===== src/rtl/stts_pkg.sv =====
package stts_pkg;

    localparam int STTS_SLOTS  = 16;
    localparam int SLOT_ID_W   = 6;
    localparam int IVAL_W      = 48;
    localparam int TIME_W      = 63;
    localparam int WINDOW_W    = 32;
    localparam logic [WINDOW_W-1:0] WINDOW_RESET = 32'd1000000;

    typedef enum logic [2:0] {
        OP_CREATE  = 3'd0,
        OP_READ_IV = 3'd1,
        OP_SET_IV  = 3'd2,
        OP_ONESHOT = 3'd3,
        OP_DELETE  = 3'd4,
        OP_TICK    = 3'd5
    } t_opcode;

    localparam logic [1:0] ST_OK     = 2'd0;
    localparam logic [1:0] ST_BAD    = 2'd1;
    localparam logic [1:0] ST_NOSUCH = 2'd2;
    localparam logic [1:0] ST_FULL   = 2'd3;

    localparam logic KIND_REPLY = 1'b0;
    localparam logic KIND_FIRE  = 1'b1;

    typedef enum logic [2:0] {
        C_NONE, C_CREATE, C_SET_IV, C_ONESHOT, C_DELETE, C_LOAD, C_RANK, C_FIRE
    } t_cell_op;

    // command broadcast to every cell
    typedef struct packed {
        t_cell_op              op;
        logic                  periodic;
        logic [IVAL_W-1:0]     interval;
        logic [TIME_W-1:0]     expiry;
        logic [TIME_W-1:0]     limit;
        logic [SLOT_ID_W:0]    rank;
    } t_cell_cmd;

    // entry travelling round the ring
    typedef struct packed {
        logic [TIME_W-1:0]    expiry;
        logic [SLOT_ID_W-1:0] id;
        logic                 due;
    } t_ring;

    // what a cell shows to the control
    typedef struct packed {
        logic              valid;
        logic [IVAL_W-1:0] interval;
        logic              hit;
    } t_cell_stat;

    // saturating time add
    function automatic logic [TIME_W-1:0] sat_add(input logic [TIME_W-1:0] a,
                                                  input logic [IVAL_W-1:0] b);
        logic [TIME_W:0] s;
        s = {1'b0, a} + {{(TIME_W+1-IVAL_W){1'b0}}, b};
        return s[TIME_W] ? {TIME_W{1'b1}} : s[TIME_W-1:0];
    endfunction

endpackage


===== src/rtl/stts_cell.sv =====
module stts_cell
    import stts_pkg::*;
#(
    parameter int N       = STTS_SLOTS,
    parameter int CELL_ID = 0
) (
    input  logic       i_clk,
    input  logic       i_rst_n,
    input  t_cell_cmd  i_cmd,
    input  logic       i_sel,
    input  t_ring      i_ring,
    output t_ring      o_ring,
    output t_cell_stat o_stat
);

    localparam int RW = $clog2(N + 1);
    localparam logic [SLOT_ID_W-1:0] MY_ID = SLOT_ID_W'(CELL_ID);

    logic                 r_valid, r_periodic, r_due;
    logic [IVAL_W-1:0]    r_interval;
    logic [TIME_W-1:0]    r_expiry;
    logic [RW-1:0]        r_rank;
    t_ring                r_ring;
    logic                 w_precede, w_hit;

    // passing entry sorts ahead of this one
    assign w_precede = r_ring.due && r_due &&
                       ((r_ring.expiry < r_expiry) ||
                        ((r_ring.expiry == r_expiry) && (r_ring.id < MY_ID)));
    assign w_hit = r_due && ({{(SLOT_ID_W+1){1'b0}}, r_rank} ==
                             {{RW{1'b0}}, i_cmd.rank});

    // control state of the slot
    always_ff @(posedge i_clk) begin
        if (!i_rst_n) begin
            r_valid    <= 1'b0;
            r_periodic <= 1'b0;
            r_due      <= 1'b0;
        end else begin
            unique case (i_cmd.op)
                C_CREATE: if (i_sel) begin
                    r_valid    <= 1'b1;
                    r_periodic <= i_cmd.periodic;
                end
                C_ONESHOT: if (i_sel) r_periodic <= 1'b0;
                C_DELETE:  if (i_sel) r_valid <= 1'b0;
                C_LOAD:    r_due <= r_valid && (r_expiry <= i_cmd.limit);
                C_FIRE: if (w_hit) begin
                    r_due <= 1'b0;
                    if (!r_periodic) r_valid <= 1'b0;
                end
                default: ;
            endcase
        end
    end

    // payload of the slot and the ring stage
    always_ff @(posedge i_clk) begin
        unique case (i_cmd.op)
            C_CREATE: if (i_sel) begin
                r_interval <= i_cmd.interval;
                r_expiry   <= i_cmd.expiry;
            end
            C_SET_IV: if (i_sel) r_interval <= i_cmd.interval;
            C_LOAD: begin
                r_ring.expiry <= r_expiry;
                r_ring.id     <= MY_ID;
                r_ring.due    <= r_valid && (r_expiry <= i_cmd.limit);
                r_rank        <= '0;
            end
            C_RANK: begin
                if (w_precede) r_rank <= r_rank + 1'b1;
                r_ring <= i_ring;
            end
            C_FIRE: if (w_hit && r_periodic) r_expiry <= i_cmd.expiry;
            default: ;
        endcase
    end

    assign o_ring          = r_ring;
    assign o_stat.valid    = r_valid;
    assign o_stat.interval = r_interval;
    assign o_stat.hit      = w_hit;

endmodule


===== config.mk =====
export PLATFORM = sky130hd
export DESIGN_NAME = stts_cell
export DESIGN_NICKNAME = d
export VERILOG_FILES = /design/src/rtl/stts_pkg.sv /design/src/rtl/stts_cell.sv
export SDC_FILE = /design/constraint.sdc
export NUM_CORES = 1
export LEC_CHECK = 0
export BUFFER_PORTS_ARGS = -buffer_cell sky130_fd_sc_hd__buf_2
export CAP_MARGIN = 20
export CORE_ASPECT_RATIO = 0.6
export CORE_MARGIN = 3
export CORE_UTILIZATION = 24
export CTS_CLUSTER_DIAMETER = 200
export DETAILED_ROUTE_END_ITERATION = 8
export PLACE_DENSITY_LB_ADDON = 0.05
export SETUP_SLACK_MARGIN = 0.2
export SYNTH_ARGS = -nofsm -noshare
export SYNTH_HDL_FRONTEND = slang
export SYNTH_SLANG_ARGS = --single-unit

===== constraint.sdc =====
create_clock -name i_clk -period 4.4 [get_ports i_clk]
set_input_delay 0.44 -clock i_clk [delete_from_list [all_inputs] [get_ports i_clk]]
set_output_delay 0.44 -clock i_clk [all_outputs]
set_load 0.01 [all_outputs]

======== After elaboration in Yosys (flattened, before gate mapping) ========
Cells that the tools add are included.
word-level totals
  register bits ........................... 189
  input port bits ......................... 258
  logic and storage cells ................. 63
  output and inout bits ................... 120
cells by class
  add/subtract/negate cells ............... 1
  eq/ne operators ......................... 16
  magnitude comparators ................... 3
  mux-type cells .......................... 15
  reductions and logical operators ........ 19
operators with widths
  cell                                                         number
  case mux 70 bit (2 select lines)                             1
  2-to-1 mux 63 bit                                            2
  case mux 63 bit (2 select lines)                             1
  == test 63 bit                                               1
  <= comparator 63 bit                                         1
  less-than comparator 63 bit                                  1
  inequality test 2 bit (second input constant)                7
  == test 3 bit (second input constant)                        4
  case mux 5 bit (2 select lines)                              1
  nonzero test 2 bit                                           4
  == test 5 x 7 -> 1 bit                                       1
  == test 3 x 2 -> 1 bit (second input constant)               2
  logical AND 1 bit                                            6
  less-than comparator 6 x 1 -> 1 bit (second input constant)  1
  2-to-1 mux 1 bit                                             6
  AND reduction 2 bit                                          3
  AND reduction 3 bit                                          2
  adder 5 x 1 -> 5 bit (second input constant)                 1
  2-to-1 mux 5 bit                                             1
  AND reduction 5 bit                                          1
  case mux 1 bit (2 select lines)                              2
  == test 3 x 1 -> 1 bit (second input constant)               1
  case mux 1 bit (3 select lines)                              1
  nonzero test 3 bit                                           1
  2 further kinds                                              2

======== Logic depth before layout (Yosys ltp) ========
Gate-level depths: netlist of run 1.
  depth after elaboration ................. 6
  gate-level depth with buffers ........... 9
  mapped depth without buffers ............ 9

======== Worst setup path after synthesis of run 1 ========
Ideal clock, no wire load.
  kind .................................... input to register
  start ................................... in i_cmd[182] in the netlist's numbering
  end ..................................... reg r_interval[0], enable pin
  buffers on the path ..................... 1
  stages on the path ...................... 3
  data arrival time ....................... 2924 ps
  slack ................................... 1017 ps
  cell sequence ........................... buf_2 > xor2_1 > nor2b_1
on the way
  longest elaborated chain between the ends .. 3
  elaborated cells between the ends (all ways) .. 4
  those cells by class .................... eq/ne: 2; reduce/logical: 2
ends and longest elaborated chain
  element                                                                  RTL line         text
  start, declared                                                          stts_cell.sv:9   input t_cell_cmd i_cmd,
  == test 3 x 2 -> 1 bit / == test 3 x 1 -> 1 bit (equally long branches)  stts_cell.sv:59  unique case (i_cmd.op)
  OR reduction 2 bit (no line) *                                           -
  AND reduction 2 bit (no line) *                                          -
  end signal, assigned                                                     stts_cell.sv:61  r_interval <= i_cmd.interval;
  end signal, assigned                                                     stts_cell.sv:64  C_SET_IV: if (i_sel) r_interval <= i_cmd.interval;
  end, declared                                                            stts_cell.sv:20  logic [IVAL_W-1:0] r_interval;
Every way passes the cells marked *; elsewhere a longest branch is shown, timed or not.
A chain may end at the register's enable or synchronous reset.

======== Worst setup path after layout of run 1 ========
  start ................................... reg r_ring (netlist bit o_ring[43])
  end ..................................... reg r_rank[1], enable pin
on the way
  longest elaborated chain between the ends .. 6
  elaborated cells between the ends (all ways) .. 7
  those cells by class .................... order compare: 1; eq/ne: 2; reduce/logical: 4
ends and longest elaborated chain
  element                                                              RTL line         text
  start, declared                                                      stts_cell.sv:23  t_ring r_ring;
  start signal, assigned                                               stts_cell.sv:73  r_ring <= i_ring;
  branches (longest 2 deep; another with less-than comparator 63 bit)  -
  logical OR 1 bit *                                                   stts_cell.sv:28  ((r_ring.expiry < r_expiry) ||
  logical AND 1 bit *                                                  stts_cell.sv:27  assign w_precede = r_ring.due && r_due &&
  inequality test 2 bit (no line) *                                    -
  AND reduction 2 bit (no line) *                                      -
  end signal, assigned                                                 stts_cell.sv:72  if (w_precede) r_rank <= r_rank + 1'b1;
  end, declared                                                        stts_cell.sv:22  logic [RW-1:0] r_rank;
Mark *: on every way between the ends.

==> impl_metrics.json, run 1 <==
{
  "syn_nets": 1217,
  "ff2ff_setup_slack_ns": 1.20,
  "synth_flop_cell": "edfxtp_1",
  "synth_xor_area_frac": 0.00802,
  "status": "completed",
  "cts_setup_buffers": 0,
  "grt_pass1_vias": 7687,
  "die_area_um2": 43500,
  "via_per_inst": 4.24,
  "cts-root-buf": "clkbuf_16",
  "tns_ns": 0,
  "max_freq_mhz": 313,
  "syn_avg_cell_area_um2": 11.8,
  "grt_max_degree": 64,
  "core_area_um2": 39700,
  "cap_violations": 0,
  "hp-class": "in -> reg",
  "crit_arrival_ns": 3.27,
  "die_w_um": 267,
  "overflow": 0,
  "htree_levels": 4,
  "power_switching_mw": 1.16,
  "clk_pin_slew_ns": 0.09,
  "cp-start-kind": "flip-flop",
  "post-route-worst-setup-slack_ns": 1.20,
  "pre_cts_slack_ns": 1.17,
  "rsz0062_at_grt": "no",
  "rows": 56,
  "synth_top_family_by_area": "adder cells",
  "io_pins": 378,
  "wire_per_inst_um": 19.3,
  "worst_slew_pin_slew_ns": 1.02,
  "whs_ns": 0.163,
  "placed_cells": 1718,
  "criticalPathCategory": "reg -> reg",
  "vias": 7440,
  "drtIter0Drc": 353,
  "combPwrFrac": 0.132,
  "maxSlewViolCount": 0,
  "powerDensity_nw_per_um2": 336,
  "crit_path_end_kind": "flip-flop",
  "finClkSkew_ns": 0.0135,
  "cts_tree": "built",
  "final_cell_mix": "377 x buf_2, 186 x edfxtp_1, 128 x inv_1",
  "slew_headroom": 0.318,
  "cp.required_ns": 4.47,
  "finalSetupViolCount": 0,
  "drtAntennaViolNets": 0,
  "ir_drop_uv": 217,
  "drc": 0,
  "synth_cells": 833,
  "yosysSeqAreaShare": 0.574,
  "fin_crit_ns": 3.20,
  "yosys.area_share.adder": 0.160,
  "p_clk_frac": 0.377,
  "fin_cells": 1753,
  "grt_pass1_wl_um": 49100,
  "ys_ff_latch": 189,
  "start_util": 0.248,
  "hpwl_um": 27200,
  "cell_internal_pwr_mw": 3.19,
  "final_common_cell": "buf_2",
  "drt_wl_total_um": 33900,
  "yosysWarnings": 0,
  "synth_area_um2": 9830,
  "nets": 1599,
  "cts_num_sinks": 189,
  "gp_congestion": 0.763,
  "clk_latency_ns": 0.44,
  "ys_types": 48,
  "cts_repair_resize_count": 0,
  "antenna_found_initial": 3,
  "synth-edff-count": 186,
  "leakage_nw": 5.90,
  "synth_mux_area_frac": 0.00102,
  "fp.dieH_um": 163,
  "cts_buffer_depth": 2,
  "crit_fanout": 5,
  "numCtsBuffers": 17,
  "syn_to_final_growth_pct": 31.7,
  "synth_compound_area_frac": 0.104,
  "drtPass1Iterations": 4,
  "portBuffers": 377,
  "period_share": 0.727,
  "synthSimpleGateAreaFrac": 0.0944,
  "track_usage": 0.154,
  "timing.final.hold_violations": 0,
  "power_frac_seq": 0.491,
  "swShare": 0.267,
  "drive_gt1_frac": 0.347,
  "cts_hold_buf": 0,
  "synthArstFlopShare": 0
}
==> power groups by stage <==
| stage | Combinational [mW] | Sequential (mW) | Clock, mW |
|---|---|---|---|
| 4_1_cts | 0.590 | 2.14 | 1.70 |
| 6_report | 0.575 | 2.14 | 1.64 |
| 3_5_place_dp | 0.587 | 2.18 | 0 |
| 3_3_place_gp | 0.589 | 2.18 | 0 |
| 2_1_floorplan | 0.241 | 2.21 | 0 |
| 5_1_grt | 0.654 | 2.15 | 1.77 |
==> routing by layer <==
layer | share of wire | vias to the layer above | track usage
li1 | - | 3770 | -
met1 | 0.49 | 3511 | 0.220
met2 | 0.46 | 142 | 0.238
met3 | 0.042 | 17 | 0.0356
met4 | 0.0089 | 0 | 0.0301
met5 | 0 | - | 0
==> Yosys cell counts (all sizes together), types with 3 or more instances <==
library cell | instances | area share
edfxtp | 186 | 0.57
inv | 128 | 0.049
ha | 126 | 0.16
nand2 | 90 | 0.035
o21ai | 85 | 0.043
a21oi | 49 | 0.025
nand4 | 23 | 0.018
a21o | 21 | 0.016
nand3 | 15 | 0.0076
nor2 | 15 | 0.0057
buf | 10 | 0.0059
nor3 | 10 | 0.0056
and2 | 9 | 0.0057
clkbuf | 8 | 0.0031
xor2 | 8 | 0.0071
nor2b | 6 | 0.0038
a211oi | 5 | 0.0038
nor4 | 5 | 0.0060
a31oi | 3 | 0.0019
dfxtp | 3 | 0.0061
o21a | 3 | 0.0023
==> path summary, 6_finish.rpt <==
path,from,to,depth (start not counted)
worst max register to register,o_ring[43],r_rank[1],8
worst max-delay path,o_ring[43],r_rank[1],8
worst min register to register,r_valid,r_due,2
worst min-delay path,i_cmd[89],r_expiry[19],1
==> cells by family (layout without fill, tap and decap cells) <==
| family | Yosys count | in the layout |
|---|---|---|
| DFF | 189 | 189 |
| xor gates and xnor gates | 9 | 9 |
| muxes | 1 | 1 |
| other | 0 | 3 |
| AOI/OAI and AO/OA | 180 | 180 |
| adders and majority gates | 126 | 126 |
| and+or+nand+nor | 182 | 182 |
| buffers and inverters | 146 | 541 |
==> flip-flops by register name (all words and copies together) (netlist names) <==
name and count:
r_periodic 1, r_valid 1, r_interval 48, r_due 1, r_expiry 63, o_ring 70
r_rank 5
==> area by class of cell <==
class                      count  area, um^2
antenna                        3        7.51
clock buffer                  17         425
clock inverter                15         165
fill                        4109       26800
inverter                     128         480
multi-input combinational    498        3640
sequential                   189        5650
tap                          522         653
timing repair buffer         381        1930
==> per-stage QoR <==
stage	total power, mW	utilization	area [um^2]
floorplan	2.45	-	9830
global route	4.57	0.326	12900
detailed placement	2.77	0.311	12300
global placement	2.77	0.311	12300
finish	4.35	0.326	12900
CTS	4.43	0.326	12900
==> critical path, cell delays in order, from the launching register on <==
cell      delay [ns]
edfxtp_1        0.43
ha_1            0.33
a21o_1          0.16
a21o_1          0.17
a21oi_1         0.33
o211ai_1        0.24
a21oi_1         0.24
o21ai_0         0.29
a31oi_1         0.64
Note: power is estimated with default switching activity, not from simulation.
==> run 2: changes to the inputs <==
- clock period: 4.4 -> 2.85 ns (I/O delays scaled with it)
==> run 2 against run 1 <==
Effect of this change: combinational power rose by 77%; clock power rose by 50%; design area rose by 9.0%; worst setup slack got worse by 0.86 ns; global-route usage fell by 0.18 points; sequential share of layout area fell by 3.6 points; core utilization rose by 2.9 points; register-to-register slack got worse by 0.86 ns; largest power group unchanged.
==> impl_metrics.json, run 2 (synthesis results as in run 1) <==
{
  "drc": 0,
  "rsz0062_at_grt": "no",
  "finalSetupViolCount": 0,
  "antenna_found_initial": 0,
  "cp.required_ns": 3.01,
  "leakage_nw": 6.41,
  "timing.final.hold_violations": 0,
  "crit_path_end_kind": "flip-flop",
  "tns_ns": 0,
  "period_share": 0.880,
  "cts_tree": "built",
  "core_area_um2": 39700,
  "crit_arrival_ns": 2.67,
  "criticalPathCategory": "reg -> reg",
  "htree_levels": 4,
  "hpwl_um": 26700,
  "via_per_inst": 4.18,
  "nets": 1713,
  "multi_input_area_um2": 3660,
  "overflow": 0,
  "maxSlewViolCount": 0,
  "gp_congestion": 0.759,
  "grt_pass1_vias": 8147,
  "fp.dieH_um": 163,
  "rows": 56,
  "cap_violations": 0,
  "die_w_um": 267,
  "powerDensity_nw_per_um2": 480,
  "numCtsBuffers": 17,
  "ff_latch_area_um2": 5650,
  "fin_crit_ns": 2.51,
  "cp-start-kind": "flip-flop",
  "status": "completed",
  "track_usage": 0.152,
  "antenna_cells": 0,
  "clk_latency_ns": 0.45,
  "drtIter0Drc": 372,
  "cts_num_sinks": 189,
  "crit_fanout": 5,
  "syn_to_final_growth_pct": 43.5,
  "vias": 7793,
  "portBuffers": 377,
  "drtAntennaViolNets": 0,
  "drt_wl_total_um": 33400,
  "io_pins": 378,
  "hp-class": "in -> reg",
  "drtPass1Iterations": 5,
  "die_area_um2": 43500,
  "wire_per_inst_um": 17.9,
  "ir_drop_uv": 335,
  "clk_pin_slew_ns": 0.09,
  "cts-root-buf": "clkbuf_16",
  "final_cell_mix": "377 x buf_2, 186 x edfxtp_1, 128 x inv_1",
  "worst_slew_pin_slew_ns": 0.644,
  "largest_reg_flops": 70,
  "final_core_util": 0.355,
  "finClkSkew_ns": 0.0140,
  "cts_setup_buffers": 0,
  "grt_max_degree": 57,
  "final_common_cell": "buf_2",
  "slew_headroom": 0.571,
  "cts_buffer_depth": 2,
  "max_freq_mhz": 399,
  "fillers": 4060,
  "drive_gt1_frac": 0.326,
  "grt_pass1_wl_um": 49200,
  "start_util": 0.248
}
## run 2: cell count changes in the layout (fill, tap and decap cells not counted), sizes merged
cell         previous run  this run
buf                   381       388
bufinv                  2         1
clkinv                  7         5
clkinvlp                1         2
diode                   3         0
dlygate4sd3             0       107
inv                   133       135
## run 2: worst paths after layout
kind,startpoint,end,slack (ns),depth (start not counted)
min,i_cmd[102],r_expiry[32],0.03,1
min reg2reg,r_valid,r_due,0.55,2
max reg2reg,o_ring[43],r_rank[0],0.34,9
max,o_ring[43],r_rank[0],0.34,9
## run 2: per-stage QoR
| step | power (mW) | setup slack, ns | std cells | hold slack [ns] | cell area [um^2] |
|---|---|---|---|---|---|
| after floorplan | 3.78 | 0.484 | 833 | 0.384 | 9840 |
| after global placement | 4.28 | 0.106 | 1725 | 0.462 | 12400 |
| after detailed placement | 4.27 | 0.159 | 1725 | 0.463 | 12400 |
| after CTS | 6.91 | 0.269 | 1864 | 0.000441 | 14100 |
| after global routing | 7.13 | 0.215 | 1864 | 0.00226 | 14100 |
| final | 6.77 | 0.342 | 1864 | 0.0331 | 14100 |
## run 2: metal layers
metal,wire length [um],track usage,vias to the layer above
met5,0,0,-
met2,15400,0.239,144
li1,-,-,3989
met4,182,0.0279,0
met1,16600,0.216,3652
met3,1250,0.0338,8
## run 2: critical path: stages, from the launching register on
cell and delay (ns):
edfxtp_1 0.42, ha_1 0.34, nand4_1 0.29, nor2_1 0.09, a22oi_1 0.25, o211ai_1 0.15
a21oi_1 0.17, o21ai_0 0.13, a31oi_1 0.20, buf_4 0.17
## run 2: what timing repair did
item,4_1_cts,5_1_grt
endpoints found under the setup margin,5,7
gates resized for setup,1,3
pin swaps,0,1
endpoints found under the hold margin,107,0
hold buffers,107,0
cloned,0,0
## run 2: area by class of cell
type,instances,share of cell area
Tap cell,522,0.0463
Clock buffer,17,0.0301
Sequential cell,189,0.400
Timing Repair Buffer,495,0.219
Multi-Input combinational cell,498,0.260
Inverter,128,0.0341
Clock inverter,15,0.0106
## run 2: power by group
part | internal, mW | switching, mW | total (mW)
combinational | 0.491 | 0.525 | 1.02
clock | 1.24 | 1.22 | 2.46
sequential | 3.22 | 0.0716 | 3.30
